--- config.mk ---
export PLATFORM = sky130hd
export DESIGN_NAME = ksa_engine
export DESIGN_NICKNAME = d
export VERILOG_FILES = /design/src/rtl/ksa_pkg.sv /design/src/rtl/ksa_engine.sv
export SDC_FILE = /design/constraint.sdc
export NUM_CORES = 1
export LEC_CHECK = 0
export BUFFER_PORTS_ARGS = -buffer_cell sky130_fd_sc_hd__buf_2
export CAP_MARGIN = 20
export CORE_MARGIN = 4
export CORE_UTILIZATION = 50
export CTS_CLUSTER_DIAMETER = 40
export DETAILED_ROUTE_END_ITERATION = 12
export PLACE_DENSITY = 0.77
export SLEW_MARGIN = 0
export SYNTH_ARGS = -nofsm -noshare
export SYNTH_HDL_FRONTEND = slang
export SYNTH_SLANG_ARGS = --single-unit
--- constraint.sdc ---
create_clock -name clk -period 5.01 [get_ports clk]
set_input_delay 0.501 -clock clk [delete_from_list [all_inputs] [get_ports clk]]
set_output_delay 0.501 -clock clk [all_outputs]
set_load 0.01 [all_outputs]
--- src/rtl/ksa_pkg.sv ---
// Shared types and constants for the keyed stack with search and accumulate.
// Used by ksa_store, ksa_engine and keyed_stack_with_search_accumulate.
// Depends on nothing.
`timescale 1ns / 1ps

package ksa_pkg;

	localparam int DEPTH_DEFAULT = 256;

	// Opcodes of an input item.
	localparam logic [3:0] OP_PUSH     = 4'd0;
	localparam logic [3:0] OP_POP      = 4'd1;
	localparam logic [3:0] OP_READ     = 4'd2;
	localparam logic [3:0] OP_WRITE_ID = 4'd3;
	localparam logic [3:0] OP_WRITE_VAL = 4'd4;
	localparam logic [3:0] OP_FIND_ID  = 4'd5;
	localparam logic [3:0] OP_FIND_VAL = 4'd6;
	localparam logic [3:0] OP_ACCUM    = 4'd7;
	localparam logic [3:0] OP_EMPTY    = 4'd8;
	localparam logic [3:0] OP_SUM      = 4'd9;

	// Result status codes.
	localparam logic [2:0] STAT_OK        = 3'd0;
	localparam logic [2:0] STAT_NOT_FOUND = 3'd1;
	localparam logic [2:0] STAT_EMPTY     = 3'd2;
	localparam logic [2:0] STAT_FULL      = 3'd3;
	localparam logic [2:0] STAT_NEW       = 3'd4;

	// Configuration register indexes and reset values.
	localparam logic REG_NULL_ID  = 1'b0;
	localparam logic REG_MISS_VAL = 1'b1;
	localparam logic [31:0] NULL_ID_RESET  = 32'hFFFF_FFFF;
	localparam logic [31:0] MISS_VAL_RESET = 32'h0000_0000;

	typedef struct packed {
		logic [3:0]  opcode;
		logic [31:0] key_id;
		logic [31:0] entry_value;
		logic [7:0]  entry_index;
	} ksa_in_t;

	typedef struct packed {
		logic [2:0]  status;
		logic [31:0] found_id;
		logic [31:0] found_value;
		logic [8:0]  entry_count;
	} ksa_res_t;

	// Strobes from the sequencer to the entry store.
	typedef struct packed {
		logic rd_en;
		logic we_id;
		logic we_val;
	} ksa_mem_ctl_t;

endpackage

--- src/rtl/ksa_engine.sv ---
// Sequencer: decodes one item at a time, walks the entry store for searches,
// accumulate and sum, and holds the entry count. Depends on ksa_pkg.
`timescale 1ns / 1ps

module ksa_engine #(
	parameter int DEPTH = ksa_pkg::DEPTH_DEFAULT,
	parameter int AW    = (DEPTH > 1) ? $clog2(DEPTH) : 1
) (
	input  logic                  clk,
	input  logic                  arst_n,
	input  logic                  in_valid,
	output logic                  in_ready,
	input  ksa_pkg::ksa_in_t      in_item,
	input  logic [31:0]           null_id,
	input  logic [31:0]           miss_val,
	output logic                  res_valid,
	input  logic                  res_ready,
	output ksa_pkg::ksa_res_t     res,
	output ksa_pkg::ksa_mem_ctl_t mem_ctl,
	output logic [AW-1:0]         rd_addr,
	output logic [AW-1:0]         wr_addr,
	output logic [31:0]           wr_id,
	output logic [31:0]           wr_val,
	input  logic [31:0]           rd_id,
	input  logic [31:0]           rd_val
);

	localparam int CW   = $clog2(DEPTH + 1);
	localparam int CMPW = (CW > 8) ? CW : 8;
	localparam int SW   = 32 + CW;

	typedef enum logic [2:0] {
		S_IDLE,
		S_DISPATCH,
		S_RDWAIT,
		S_SCAN,
		S_ACC_WR,
		S_ACC_NEW,
		S_SUM_FIN,
		S_DONE
	} state_t;

	state_t                 state_q;
	logic [3:0]             op_q;
	logic [31:0]            kid_q;
	logic [31:0]            kval_q;
	logic [7:0]             idx_q;
	logic [CW-1:0]          count_q;
	logic [2:0]             stat_q;
	logic [31:0]            fid_q;
	logic [31:0]            fval_q;
	logic [CW-1:0]          ptr_q;
	logic [CW-1:0]          cmp_s1;
	logic                   rvld_s1;
	logic signed [SW-1:0]   sum_q;
	logic [31:0]            hit_val_q;
	logic [AW-1:0]          hit_idx_q;

	logic          full;
	logic          empty;
	logic          in_range;
	logic [AW-1:0] idx_addr;
	logic          scan_rd;
	logic          match;
	logic          last;
	logic [32:0]   acc_sum;
	logic [31:0]   acc_sat;
	logic [31:0]   sum_sat;

	assign full     = (count_q == CW'(DEPTH));
	assign empty    = (count_q == '0);
	assign in_range = (CMPW'(idx_q) < CMPW'(count_q));
	assign idx_addr = AW'(CMPW'(idx_q));
	assign scan_rd  = (ptr_q < count_q);

	// Searches by id for find-by-id and accumulate, by value for find-by-value.
	always_comb begin
		if (op_q == ksa_pkg::OP_FIND_VAL) begin
			match = rvld_s1 && (rd_val == kval_q);
		end else begin
			match = rvld_s1 && (rd_id == kid_q);
		end
	end
	assign last = rvld_s1 && (cmp_s1 == count_q - CW'(1));

	// Saturating add for accumulate into a matching entry.
	assign acc_sum = {hit_val_q[31], hit_val_q} + {kval_q[31], kval_q};
	always_comb begin
		if (acc_sum[32] == acc_sum[31]) begin
			acc_sat = acc_sum[31:0];
		end else if (acc_sum[32]) begin
			acc_sat = 32'h8000_0000;
		end else begin
			acc_sat = 32'h7FFF_FFFF;
		end
	end

	// The sum is exact; it fits 32 bits only when the top bits all agree.
	always_comb begin
		if ((&sum_q[SW-1:31]) || !(|sum_q[SW-1:31])) begin
			sum_sat = sum_q[31:0];
		end else if (sum_q[SW-1]) begin
			sum_sat = 32'h8000_0000;
		end else begin
			sum_sat = 32'h7FFF_FFFF;
		end
	end

	always_comb begin
		mem_ctl = '0;
		rd_addr = AW'(ptr_q);
		wr_addr = AW'(count_q);
		wr_id   = kid_q;
		wr_val  = kval_q;
		case (state_q)
			S_DISPATCH: begin
				case (op_q)
					ksa_pkg::OP_PUSH: begin
						mem_ctl.we_id  = !full;
						mem_ctl.we_val = !full;
					end
					ksa_pkg::OP_POP: begin
						mem_ctl.rd_en = !empty;
						rd_addr       = AW'(count_q - CW'(1));
					end
					ksa_pkg::OP_READ: begin
						mem_ctl.rd_en = in_range;
						rd_addr       = idx_addr;
					end
					ksa_pkg::OP_WRITE_ID: begin
						mem_ctl.we_id = in_range;
						wr_addr       = idx_addr;
					end
					ksa_pkg::OP_WRITE_VAL: begin
						mem_ctl.we_val = in_range;
						wr_addr        = idx_addr;
					end
					default: begin
					end
				endcase
			end
			S_SCAN: begin
				mem_ctl.rd_en = scan_rd;
			end
			S_ACC_WR: begin
				mem_ctl.we_val = 1'b1;
				wr_addr        = hit_idx_q;
				wr_val         = acc_sat;
			end
			S_ACC_NEW: begin
				mem_ctl.we_id  = !full;
				mem_ctl.we_val = !full;
			end
			default: begin
			end
		endcase
	end

	always_ff @(posedge clk or negedge arst_n) begin
		if (!arst_n) begin
			state_q <= S_IDLE;
			count_q <= '0;
			rvld_s1 <= 1'b0;
		end else begin
			case (state_q)
				S_IDLE: begin
					if (in_valid) begin
						op_q    <= in_item.opcode;
						kid_q   <= in_item.key_id;
						kval_q  <= in_item.entry_value;
						idx_q   <= in_item.entry_index;
						state_q <= S_DISPATCH;
					end
				end
				S_DISPATCH: begin
					stat_q  <= ksa_pkg::STAT_OK;
					fid_q   <= '0;
					fval_q  <= '0;
					ptr_q   <= '0;
					rvld_s1 <= 1'b0;
					sum_q   <= '0;
					state_q <= S_DONE;
					case (op_q)
						ksa_pkg::OP_PUSH: begin
							if (full) begin
								stat_q <= ksa_pkg::STAT_FULL;
							end else begin
								count_q <= count_q + CW'(1);
							end
						end
						ksa_pkg::OP_POP: begin
							if (empty) begin
								stat_q <= ksa_pkg::STAT_EMPTY;
								fid_q  <= null_id;
								fval_q <= miss_val;
							end else begin
								count_q <= count_q - CW'(1);
								state_q <= S_RDWAIT;
							end
						end
						ksa_pkg::OP_READ: begin
							if (in_range) begin
								state_q <= S_RDWAIT;
							end else begin
								stat_q <= ksa_pkg::STAT_NOT_FOUND;
								fid_q  <= null_id;
								fval_q <= miss_val;
							end
						end
						ksa_pkg::OP_WRITE_ID, ksa_pkg::OP_WRITE_VAL: begin
							if (!in_range) begin
								stat_q <= ksa_pkg::STAT_NOT_FOUND;
							end
						end
						ksa_pkg::OP_FIND_ID: begin
							if (empty) begin
								stat_q <= ksa_pkg::STAT_NOT_FOUND;
								fval_q <= miss_val;
							end else begin
								state_q <= S_SCAN;
							end
						end
						ksa_pkg::OP_FIND_VAL: begin
							if (empty) begin
								stat_q <= ksa_pkg::STAT_NOT_FOUND;
								fid_q  <= null_id;
							end else begin
								state_q <= S_SCAN;
							end
						end
						ksa_pkg::OP_ACCUM: begin
							state_q <= empty ? S_ACC_NEW : S_SCAN;
						end
						ksa_pkg::OP_EMPTY: begin
							count_q <= '0;
						end
						ksa_pkg::OP_SUM: begin
							if (empty) begin
								stat_q <= ksa_pkg::STAT_EMPTY;
								fval_q <= miss_val;
							end else begin
								state_q <= S_SCAN;
							end
						end
						default: begin
							stat_q <= ksa_pkg::STAT_NOT_FOUND;
						end
					endcase
				end
				S_RDWAIT: begin
					fid_q   <= rd_id;
					fval_q  <= rd_val;
					state_q <= S_DONE;
				end
				S_SCAN: begin
					// One read is issued per cycle; its data is checked in the cycle after.
					rvld_s1 <= scan_rd;
					cmp_s1  <= ptr_q;
					if (scan_rd) begin
						ptr_q <= ptr_q + CW'(1);
					end
					if (op_q == ksa_pkg::OP_SUM) begin
						if (rvld_s1) begin
							sum_q <= sum_q + SW'(signed'(rd_val));
							if (last) begin
								state_q <= S_SUM_FIN;
							end
						end
					end else if (match) begin
						case (op_q)
							ksa_pkg::OP_FIND_ID: begin
								fval_q  <= rd_val;
								state_q <= S_DONE;
							end
							ksa_pkg::OP_FIND_VAL: begin
								fid_q   <= rd_id;
								state_q <= S_DONE;
							end
							default: begin
								hit_val_q <= rd_val;
								hit_idx_q <= AW'(cmp_s1);
								state_q   <= S_ACC_WR;
							end
						endcase
					end else if (last) begin
						case (op_q)
							ksa_pkg::OP_FIND_ID: begin
								stat_q  <= ksa_pkg::STAT_NOT_FOUND;
								fval_q  <= miss_val;
								state_q <= S_DONE;
							end
							ksa_pkg::OP_FIND_VAL: begin
								stat_q  <= ksa_pkg::STAT_NOT_FOUND;
								fid_q   <= null_id;
								state_q <= S_DONE;
							end
							default: begin
								state_q <= S_ACC_NEW;
							end
						endcase
					end
				end
				S_ACC_WR: begin
					fval_q  <= acc_sat;
					state_q <= S_DONE;
				end
				S_ACC_NEW: begin
					if (full) begin
						stat_q <= ksa_pkg::STAT_FULL;
					end else begin
						stat_q  <= ksa_pkg::STAT_NEW;
						fval_q  <= kval_q;
						count_q <= count_q + CW'(1);
					end
					state_q <= S_DONE;
				end
				S_SUM_FIN: begin
					fval_q  <= sum_sat;
					state_q <= S_DONE;
				end
				S_DONE: begin
					if (res_ready) begin
						state_q <= S_IDLE;
					end
				end
				default: begin
					state_q <= S_IDLE;
				end
			endcase
		end
	end

	assign in_ready  = (state_q == S_IDLE);
	assign res_valid = (state_q == S_DONE);
	assign res.status      = stat_q;
	assign res.found_id    = fid_q;
	assign res.found_value = fval_q;
	assign res.entry_count = 9'(count_q);

	a_accept_dispatch: assert property (@(posedge clk) disable iff (!arst_n)
		in_valid && in_ready |=> state_q == S_DISPATCH)
		else $error("accepted item did not reach dispatch");

	a_scan_in_range: assert property (@(posedge clk) disable iff (!arst_n)
		state_q == S_SCAN && rvld_s1 |-> cmp_s1 < count_q)
		else $error("scan compared an entry above the count");

	a_write_in_range: assert property (@(posedge clk) disable iff (!arst_n)
		(mem_ctl.we_id || mem_ctl.we_val) |-> CW'(wr_addr) <= count_q && !full
			|| CW'(wr_addr) < count_q)
		else $error("store written beyond the top entry");

	a_sum_from_scan: assert property (@(posedge clk) disable iff (!arst_n)
		state_q == S_SUM_FIN |-> $past(state_q) == S_SCAN && op_q == ksa_pkg::OP_SUM)
		else $error("sum finished without a scan");

	a_result_held: assert property (@(posedge clk) disable iff (!arst_n)
		state_q == S_DONE && !res_ready |=> state_q == S_DONE && $stable(fval_q))
		else $error("result dropped while stalled");

endmodule

; Word-level counts from Yosys, hierarchy flattened
; Cells that the tools add are included.
[totals]
regBits = 255
wordCells = 169
input_bits = 208
output_inout_bits = 161
[op_classes]
n_reduce_logical = 36
bitwise = 2
n_mux = 71
n_lt_le_gt_ge = 2
addsub = 5
n_eq_ne = 38
[op_table]
columns = op, n
row1 = 2-to-1 mux 32 bit, 20
row2 = one-hot mux 32 bit (6 select lines), 1
row3 = one-hot mux 32 bit (2 select lines), 2
row4 = one-hot mux 32 bit (3 select lines), 1
row5 = 2-to-1 mux 41 bit, 2
row6 = one-hot mux 41 bit (2 select lines), 1
row7 = equality test 32 bit, 2
row8 = 2-to-1 mux 3 bit, 16
row9 = adder 41 x 32 -> 41 bit, 1
row10 = one-hot mux 9 bit (2 select lines), 2
row11 = adder 32 x 32 -> 33 bit, 1
row12 = one-hot mux 8 bit (2 select lines), 2
row13 = 2-to-1 mux 9 bit, 3
row14 = one-hot mux 9 bit (3 select lines), 1
row15 = inequality test 2 bit (second input constant), 11
row16 = adder 9 x 1 -> 9 bit (second input constant), 2
row17 = equality test 4 x 3 -> 1 bit (second input constant), 4
row18 = 2-to-1 mux 8 bit, 2
row19 = one-hot mux 3 bit (5 select lines), 1
row20 = AND reduction 5 bit, 3
row21 = equality test 3 bit (second input constant), 4
row22 = inequality test 3 bit (second input constant), 4
row23 = one-hot mux 1 bit (2 select lines), 6
row24 = one-hot mux 3 bit (4 select lines), 1
row25 = other kinds (37), 61

; Depth between registers and ports, before layout
; Gate-level depths: netlist of run 1.
[depth]
ltp_word = 7
depth_mapped = 13
ltp_nobuf = 12

; Worst setup path before layout of run 1
; No wires, ideal clock.
[synth_timing]
path_kind = register to register
startpoint = register count_q[0]
endpoint = register fid_q[0], enable pin
t_arrival_ps = 4517
synth_period_minus_slack_ps = 4949
slack_ps = 61
path_stages_with_launch = 12
t_required_ps = 4578
setup_ps = 432
path_buffers = 2
path_cell_list = dfrtp_1 -> clkbuf_1 -> inv_1 -> ha_1 -> or3b_4 -> or4_1 -> buf_2 -> xnor2_1 -> or4_4 -> nor4_4 -> o21ai_0 -> a21oi_1
[synth_via]
elab_chain_cells = 5
[synth_lines]
columns = element, line
row1 = start: declaration, ksa_engine.sv:48  ; logic [CW-1:0] count_q;
row2 = start signal: assignment, ksa_engine.sv:188  ; count_q <= count_q + CW'(1);
row3 = start signal: assignment, ksa_engine.sv:197  ; count_q <= count_q - CW'(1);
row4 = start signal: assignment, ksa_engine.sv:313  ; count_q <= count_q + CW'(1);
row5 = subtractor 9 x 1 -> 9 bit, ksa_engine.sv:84  ; assign last = rvld_s1 && (cmp_s1 == count_q - CW'(1));
row6 = equality test 9 bit, ksa_engine.sv:84
row7 = logical AND 1 bit, ksa_engine.sv:84
row8 = inequality test 3 bit (no source line), -
row9 = AND reduction 5 bit (no source line), -
row10 = end signal: assignment, ksa_engine.sv:194  ; fid_q <= null_id;
row11 = end signal: assignment, ksa_engine.sv:206  ; fid_q <= null_id;
row12 = end signal: assignment, ksa_engine.sv:226  ; fid_q <= null_id;
row13 = end: declaration, ksa_engine.sv:50  ; logic [31:0] fid_q;
; Every way passes these cells.
; A chain may end at the register's enable or synchronous reset.

; Worst setup path after layout of run 1
[layout_timing]
startpoint = register kval_q[0]
endpoint = output wr_val[3]
[layout_via]
elab_chain_cells = 4
elab_cells_between_ends = 5
classes_between = 1 x add/sub / 1 x eq/ne / 3 x mux
[layout_lines]
columns = element, line
row1 = start: declaration, ksa_engine.sv:46  ; logic [31:0] kval_q;
row2 = start signal: assignment, ksa_engine.sv:170  ; kval_q <= in_item.entry_value;
row3 = adder 32 x 32 -> 33 bit *, ksa_engine.sv:87  ; assign acc_sum = {hit_val_q[31], hit_val_q} + {kval_q[31], kval_q};
row4 = 2-to-1 mux 32 bit or equality test 1 bit (tied branches), "ksa_engine.sv:91, ksa_engine.sv:89"
row5 = 2-to-1 mux 32 bit *, ksa_engine.sv:89  ; if (acc_sum[32] == acc_sum[31]) begin
row6 = 2-to-1 mux 32 bit *, ksa_engine.sv:115  ; case (state_q)
row7 = end: declaration, ksa_engine.sv:23  ; output logic [31:0] wr_val,
; Mark *: on every way between the ends. The rest lies on a longest branch, timed or not.

==> run_results.csv, run 1 <==
group,metric,value,unit
setup_path,path_buf_inv,1,
cells_and_area,fin_cells,2537,
detailed_routing,wl_per_cell,21.94,um
power,power_per_cell_area,473.3,nW/um^2
detailed_routing,routed_wl,55.66,mm
sta,rsz0062_at_grt,"false",
global_route,grt_first_pass_wirelength,84.15,mm
yosys,synth-async-reset-ratio,5.098,%
detailed_routing,drt_first_pass_iters,6,
yosys,synth_enable_flop_cells,242,
clock_network,cts_tree,"done",
cells_and_area,area_growth,22.80,%
clock_network,clock-sinks,255,
clock_network,htree_levels,2,
die,coreArea,32870,um^2
clock_network,cts_buffers,45,
yosys,synth_most_common_cell,"edfxtp_1",
cells_and_area,drive_above_1_share,24.61,%
clock_network,clk_latency,0.58,ns
setup_path,worstSetupStartpointType,"flop",
sta,drv_slew,0,
placement,portBuffers,368,
die,dieArea,36660,um^2
yosys,ys_ff_latch,255,
setup_path,critPathSlowestCell,"a211o_1",
worst_hold_path,hp-start,"in_item[67]",
power,power,0.009781,W
sta,final_hold_viol_count,0,
clock_network,clk_pin_slew,0.06,ns
sta,fmax,0.2108,GHz
yosys,synth.cell_area,16830,um^2
setup_path,path_delay_family,"compound AO/OA/AOI/OAI gates",
yosys,ys_types,88,
yosys,synth_warnings,0,
global_route,grtUsageTotal,29.13,%
die,initial_utilization,51.20,%
sta,relSlewSlack,25.56,%
die,fp.dieH,191.5,um
sta,final.min_clock_period,4.743,ns
setup_path,critical_path.endpoint_type,"primary output",
sta,setup_tns,0,ns
clock_network,root_buffer,"clkbuf_16",
sta,clock_skew,0.02138,ns
setup_path,r2r_start,"count_q[1]",
clock_network,clk_path_buf_depth,3,
setup_path,worstPathCellList,"ha_1 -> fa_1 -> a211oi_1 -> o21a_1 -> o21ba_2 -> a211oi_1 -> or3_4 -> nor3_2 -> a211o_1 -> o21ai_1 -> a21o_1 -> buf_2",
detailed_routing,antenna_left,0,
yosys,post-synth-top-area-fraction,43.18,%
global_route,grt_max_degree,60,
placement,place_area,19100,um^2
placement,gp_congestion,0.9782,
detailed_routing,routed_via_density,6.064,
worst_hold_path,hold_path.class,"in -> reg",
sta,fin_crit_sh,94.67,%
die,die_x,191.5,um
global_route,grt_pass1_vias,15060,
yosys,avgSynthCellArea,9.911,um^2
yosys,synthFlopType,"edfxtp_1",
yosys,synth.largest_area_cell,"edfxtp_1",
setup_path,required,4.51,ns
setup_path,crit_top_cell,"a211oi_1",
run_status,outcome,"finished, final reports clean",
global_route,grt_overflow,0,
cells_and_area,num-nets-final,2359,
sta,max_slew.worst_pin.slew,1.114,ns
setup_path,cp.arrival,4.24,ns
yosys,synthTopCellsByArea,"edfxtp_1 (43%), ha_1 (6.8%), xnor2_1 (5.4%), a21oi_1 (4.8%), nand2_1 (3.5%)",
die,num_io_pins,369,
setup_path,cp-startpoint,"kval_q[0]",
detailed_routing,drc,0,
placement,dp.cells,2450,
yosys,syn_inst,1698,
placement,dp_hpwl,42.57,mm
sta,holdWs,0.09692,ns
detailed_routing,drtIter0Drc,1441,
detailed_routing,via_count,15390,
setup_path,slowest_delay,0.48,ns
die,placementRows,66,
yosys,synth_fp_nets,2000,
yosys,seq_area_frac_synth,45.12,%
setup_path,path_class,"reg -> out",
sta,setup_viol,0,
power,vdd_drop_max,0.2842,mV
job,max_cap_viol_count,0,
cells_and_area,final_area,20660,um^2
global_route,grt_antenna_before_repair,5,
setup_path,critPathMaxFanout,14,
yosys,synth_common_cells,"edfxtp_1 (242), a21oi_1 (160), nand2_1 (158)",
power,p_leak,8.549,nW
==> layout by cell type (no fill, tap or decap), types with 17 or more instances in the layout <==
cell type / Yosys / final
buf_2: 21 / 368
o21ai_0: 97 / 97
and3_1: 22 / 20
a21o_1: 49 / 49
a221oi_1: 17 / 17
o21ai_1: 24 / 24
nor3_1: 33 / 33
xor2_1: 48 / 48
edfxtp_1: 242 / 242
a22o_1: 32 / 32
a211o_1: 19 / 19
nand3_1: 50 / 50
buf_4: 2 / 24
clkbuf_16: 0 / 46
a21oi_1: 160 / 156
nor2_1: 134 / 133
a22oi_1: 27 / 27
xnor2_1: 103 / 103
nand4_1: 37 / 37
nor2b_1: 17 / 17
nand2_1: 158 / 157
a31oi_1: 19 / 18
inv_1: 37 / 37
ha_1: 92 / 92
==> final cells by class <==
type | instances | area, um^2
Antenna cell | 2 | 5.005
Clock buffer | 49 | 1162
Clock inverter | 34 | 370.4
Fill cell | 2781 | 12200
Inverter | 37 | 138.9
Multi-Input combinational cell | 1324 | 8796
Sequential cell | 255 | 7592
Tap cell | 442 | 553.0
Timing Repair Buffer | 394 | 2047
==> power by group <==
group | switching, W | internal (W)
Combinational | 0.00224 | 0.00132
Sequential | 0.000243 | 0.00290
Clock | 0.00120 | 0.00189
Total | 0.00367 | 0.00611
==> state kept, by name, indices dropped and copies added, names as in the netlist, 8 cells and up <==
signal	cells
cmp_s1	9
count_q	9
fid_q	32
fval_q	32
hit_idx_q	8
hit_val_q	32
idx_addr	8
kval_q	32
ptr_q	9
sum_q	41
wr_id	32
==> path summary, 6_finish.rpt <==
check                          endpoint  slack (ns)  cells after the start
max reg2reg                  fval_q[28]        0.79                     10
min                           wr_id[27]         0.1                      1
min in group asynchronous    count_q[8]        0.44                      2
min reg2reg                hit_idx_q[0]        0.48                      0
max                           wr_val[3]        0.27                     12
max in group asynchronous    count_q[7]        4.20                      2
==> per-stage QoR <==
stage                     worst slack [ns]  utilization [%]
after floorplan                    0.06116                -
after global placement              0.8385            58.10
after detailed placement            0.7153            58.10
after CTS                           0.1101            62.80
after global routing               0.04632            62.86
final                               0.2670            62.88
==> timing repair <==
item | in CTS | in global routing
endpoints found under the setup margin | 0 | 14
hold buffers | 1 | 0
endpoints found under the hold margin | 13 | 0
gates resized for setup | 0 | 2
buffers inserted | 0 | 0
==> layer usage <==
metal,global-route usage (%),up-vias,routed length [um]
met4,7.983,8,1530
met5,0,-,42
li1,-,7190,-
met1,38.60,7300,22410
met2,48.16,770,26410
met3,6.866,117,5274
==> cells by family (layout without fill, tap and decap cells) <==
family	after synthesis	in the layout	share of synthesized area, %
DFF	255	255	45.12
AOI/OAI and AO/OA	549	549	21.29
adders and majority gates	96	96	7.197
buffers and inverters	119	514	3.078
other	0	2	0
and+or+nand+nor	526	526	15.35
muxes	2	2	0.1190
xor gates and xnor gates	151	151	7.859
Power figures use the tool's default switching activity.
==> inputs of run 2 (changes only) <==
PLACE_DENSITY = not set   (was 0.77)
PLACE_DENSITY_LB_ADDON = 0.2   (was not set)
==> run 2 against run 1 <==
Net effect:
- sequential share of layout area fell by 0.19 points
- sequential cell count did not move
- first-iteration DRC count fell by 16%
- largest power group unchanged
- maximum frequency fell by 1.5%
- via count fell by 0.42%
- critical path depth did not move
- final cell count rose by 0.24%
- clock power rose by 3%
- design area rose by 0.53%
- global-route usage barely moved
- wire length barely moved
- highest routed layer unchanged
==> run_results.csv, run 2 (synthesis results as in run 1) <==
group,metric,value,unit
detailed_routing,routed_via_density,6.025,
sta,fin_ws,0.1970,ns
die,num_io_pins,369,
detailed_routing,drtIter0Drc,1212,
die,die_x,191.5,um
sta,fin_crit_sh,96.07,%
detailed_routing,via_count,15320,
clock_network,root_buffer,"clkbuf_16",
global_route,grt_pass1_vias,14930,
power,p_leak,8.592,nW
detailed_routing,routed_wl,55.66,mm
power,pwr-share-comb,36.6,%
power,p_clk_share,32.1,%
global_route,grtUsageTotal,29.17,%
clock_network,clk_latency,0.56,ns
die,placementRows,66,
global_route,grt_first_pass_wirelength,84.13,mm
sta,clock_skew,0.01250,ns
sta,final.min_clock_period,4.813,ns
power,vdd_drop_max,0.3342,mV
clock_network,clk_pin_slew,0.05,ns
clock_network,htree_levels,2,
cells_and_area,mostFrequentLayoutCells,"buf_2 (368), edfxtp_1 (242), nand2_1 (157)",
global_route,grt_overflow,0,
die,initial_utilization,51.20,%
power,netSwitchingPower,0.003637,W
setup_path,path_class,"reg -> out",
placement,place_ws,0.7926,ns
run_status,outcome,"finished, final reports clean",
setup_path,critPathMaxFanout,11,
cells_and_area,drive_above_1_share,24.61,%
job,max_cap_viol_count,0,
sta,fmax,0.2078,GHz
detailed_routing,antenna_left,0,
sta,drv_slew,0,
cells_and_area,area_growth,23.45,%
power,power,0.009925,W
placement,portBuffers,368,
placement,dp_hpwl,42.54,mm
cells_and_area,layout_commonest_cell,"buf_2",
clock_network,clock-sinks,255,
sta,setup_viol,0,
setup_path,required,4.51,ns
setup_path,critical_path.endpoint_type,"primary output",
clock_network,cts_setup_buffers,0,
detailed_routing,wl_per_cell,21.89,um
global_route,grt_max_degree,77,
clock_network,cts_buffers,45,
global_route,grt_antenna_before_repair,5,
placement,gp_congestion,0.9560,
setup_path,cp.arrival,4.31,ns
detailed_routing,drt_first_pass_iters,5,
worst_hold_path,hold_path.class,"in -> reg",
sta,setup_tns,0,ns
power,seqPwrFrac,31.3,%
die,fp.dieH,191.5,um
power,internal_power,0.006288,W
detailed_routing,drc,0,
cells_and_area,regMostFlops,"sum_q",
power,power_per_cell_area,477.7,nW/um^2
power,switching_share,36.64,%
sta,rsz0062_at_grt,"false",
clock_network,clk_path_buf_depth,3,
cells_and_area,largest_register_ffs,41,
sta,relSlewSlack,28.48,%
sta,max_slew.worst_pin.slew,1.073,ns
sta,final_hold_viol_count,0,
cells_and_area,num-nets-final,2363,
setup_path,worstSetupStartpointType,"flop",
die,coreArea,32870,um^2
die,dieArea,36660,um^2
clock_network,cts_tree,"done",
## run 2: layer usage
layer,share of wire (%),GRT usage (%),vias to the layer above
li1,-,-,7200
met1,42,39.11,7294
met2,48,48.19,707
met3,7.6,5.442,116
met4,3.0,9.116,4
met5,0.034,0,-
## run 2: critical path, stage by stage, from the launching register on
cell and delay, ns:
edfxtp_1 0.45, ha_1 0.27, fa_1 0.45, a211oi_1 0.47, o21a_1 0.22, o21ba_2 0.20, a211oi_1 0.09, or3_4 0.42
and4_4 0.21, or2_1 0.40, a21o_1 0.27, a21o_1 0.16, buf_2 0.14
## run 2: what timing repair did
| item | CTS | global route |
|---|---|---|
| hold endpoints to repair | 13 | 0 |
| hold buffers | 1 | 0 |
| setup endpoints to repair | 0 | 1 |
| gates resized for setup | 0 | 1 |
## run 2: through the flow
| stage | hold slack [ns] | area (um^2) | cells | util [%] |
|---|---|---|---|---|
| 6_report | 0.1156 | 20770 | 2543 | 63.21 |
| 4_1_cts | 0.09533 | 20700 | 2536 | 62.99 |
| 3_3_place_gp | 0.4553 | 19100 | 2451 | 58.13 |
| 2_1_floorplan | 0.2054 | 16830 | 1698 | - |
| 5_1_grt | 0.09879 | 20770 | 2541 | 63.19 |
| 3_5_place_dp | 0.4555 | 19130 | 2452 | 58.21 |
## run 2: layout make-up
type	count	area (um^2)
inverters	37	138.9
repair buffers	398	2130
clock inverters	33	414.1
flip-flops and latches	255	7592
multi-input cells	1324	8792
fillers	2796	12090
diodes	4	10.01
well taps	442	553.0
clock buffers	50	1145
## run 2: final timing paths
check	from	endpoint	slack [ns]	cells past startpoint
min reg2reg	cmp_s1[0]	hit_idx_q[0]	0.47	0
max	kval_q[0]	wr_val[17]	0.20	12
max in group asynchronous	arst_n	rvld_s1	4.22	2
min	in_item[66]	wr_id[26]	0.12	1
max reg2reg	count_q[1]	fval_q[20]	0.77	10
min in group asynchronous	arst_n	count_q[6]	0.45	2
## run 2: power groups by stage
| stage | clock network, W | registers (W) | logic, W |
|---|---|---|---|
| global placement | 0 | 0.00314 | 0.00354 |
| floorplan | 0 | 0.00323 | 0.00220 |
| global route | 0.00332 | 0.00315 | 0.00397 |
| detailed placement | 0 | 0.00314 | 0.00357 |
| finish | 0.00319 | 0.00311 | 0.00363 |
| CTS | 0.00322 | 0.00311 | 0.00360 |
==> inputs of run 3 (changes only) <==
CORE_ASPECT_RATIO = 1.1   (was not set)
==> run 3 against run 2 <==
Net effect:
- register-to-register slack got worse by 0.04 ns
- sequential power rose by 2%
- die area barely moved
- via count rose by 2.3%
- clock power fell by 8.2%
- critical path depth did not move
- utilization fell by 1.3 points
- design area fell by 1.0%
- sequential cell count did not move
- non-clock buffer count fell by 5
- total power fell by 1.3%
- setup slack improved by 0.057 ns
- critical endpoint is now wr_val[26]
==> run_results.csv, run 3 (synthesis results as in run 1) <==
group,metric,value,unit
cells_and_area,layout_commonest_cell,"buf_2",
detailed_routing,wl_per_cell,24.84,um
sta,max_slew.worst_pin.slew,1.104,ns
global_route,use_met2,51.67,%
die,initial_utilization,50.70,%
placement,place_area,19070,um^2
detailed_routing,via_count,15670,
clock_network,cts_tree,"done",
cells_and_area,fill_cells,2884,
die,dieArea,36660,um^2
sta,fmax,0.2103,GHz
die,num_io_pins,369,
cells_and_area,drive_above_1_share,24.21,%
clock_network,clk_path_buf_depth,3,
sta,relSlewSlack,26.37,%
power,power_per_cell_area,476.3,nW/um^2
detailed_routing,routed_wl,62.59,mm
global_route,grt_use_met3,7.249,%
global_route,busiest_layer,"met2",
global_route,grt_first_pass_wirelength,92.18,mm
global_route,grt_antenna_before_repair,7,
sta,fin_crit_sh,94.93,%
global_route,grt_overflow,0,
clock_network,htree_levels,2,
cells_and_area,num-nets-final,2353,
clock_network,clk_pin_slew,0.06,ns
sta,drv_slew,0,
clock_network,clock-sinks,255,
setup_path,worstSetupStartpointType,"flop",
setup_path,cp.arrival,4.26,ns
setup_path,path_class,"reg -> out",
global_route,grt_pass1_vias,15110,
cells_and_area,largest_register_ffs,41,
global_route,grtUsageTotal,32.54,%
sta,rsz0062_at_grt,"false",
run_status,outcome,"finished, final reports clean",
power,p_leak,8.499,nW
sta,setup_viol,0,
die,fp.dieH,200.4,um
power,vdd_drop_max,0.2583,mV
global_route,grt_max_degree,60,
detailed_routing,drtIter0Drc,1672,
placement,dp_hpwl,48.07,mm
clock_network,clk_latency,0.55,ns
cells_and_area,mostFrequentLayoutCells,"buf_2 (368), edfxtp_1 (242), nand2_1 (157)",
clock_network,cts_buffers,40,
worst_hold_path,hold_path.class,"in -> reg",
sta,clock_skew,0.02172,ns
cells_and_area,regMostFlops,"sum_q",
setup_path,critical_path.endpoint_type,"primary output",
placement,gp_congestion,1.027,
clock_network,root_buffer,"clkbuf_16",
cells_and_area,area_growth,22.20,%
cells_and_area,final_area,20560,um^2
sta,holdWs,0.1309,ns
job,max_cap_viol_count,0,
detailed_routing,drt_first_pass_iters,6,
die,coreArea,33190,um^2
setup_path,critPathMaxFanout,5,
sta,final_hold_viol_count,0,
sta,final.min_clock_period,4.756,ns
sta,setup_tns,0,ns
die,die_x,182.9,um
detailed_routing,routed_via_density,6.219,
global_route,grt_use_met1,44.68,%
die,placementRows,70,
placement,portBuffers,368,
detailed_routing,drc,0,
detailed_routing,antenna_left,0,
setup_path,required,4.51,ns
run 3: worst max-delay path: stages, from the launching register on:
cell and delay [ns]:
edfxtp_1 0.45, ha_1 0.28, fa_1 0.42, a211oi_1 0.35
o21a_1 0.24, o21ba_2 0.21, a211oi_1 0.10, or3_4 0.43
and4_4 0.21, or2_1 0.30, a21oi_1 0.36, nand2_1 0.18
buf_2 0.18
run 3: cell type report:
class	instances	area, um^2	share of cell area, %
clock buffers	45	1072	5.214
diodes	6	15.01	0.07301
flip-flops and latches	255	7592	36.92
repair buffers	393	2068	10.06
multi-input cells	1324	8792	42.75
well taps	432	540.5	2.628
inverters	37	138.9	0.6753
clock inverters	28	345.3	1.679
run 3: power breakdown:
group / switching (W) / internal, W / total (W)
Clock: 0.00106 / 0.00187 / 0.00293
Sequential: 0.000280 / 0.00290 / 0.00318
Combinational: 0.00235 / 0.00133 / 0.00368
run 3: worst paths after layout:
path | startpoint | slack, ns | end | depth (start not counted)
max in group asynchronous | arst_n | 4.17 | count_q[6] | 2
min | in_item[1] | 0.13 | idx_addr[1] | 1
max reg2reg | count_q[1] | 0.73 | fval_q[20] | 10
max | kval_q[0] | 0.25 | wr_val[26] | 12
min reg2reg | cmp_s1[3] | 0.48 | hit_idx_q[3] | 0
min in group asynchronous | arst_n | 0.49 | count_q[1] | 2
run 3: per-stage QoR:
stage	instances	util, %	setup WS, ns	total power [W]
4_1_cts	2511	61.76	0.1767	0.009752
2_1_floorplan	1698	-	0.06116	0.005428
3_3_place_gp	2437	57.46	0.8138	0.006767
3_5_place_dp	2437	57.46	0.7513	0.006799
6_report	2520	61.95	0.2539	0.009794
5_1_grt	2518	61.94	0.06631	0.01024
run 3: layer usage:
layer  vias to the layer above  wire length (um)
met3                       137              6763
met5                         -                 7
met4                         2              2089
li1                       7179                 -
met1                      7438             24800
met2                       917             28930
run 3: timing repair:
| item | in CTS | in global routing |
|---|---|---|
| hold buffers | 1 | 0 |
| hold endpoints to repair | 13 | 0 |
| setup endpoints to repair | 0 | 8 |
| setup buffers | 0 | 0 |
| resized for setup | 0 | 1 |
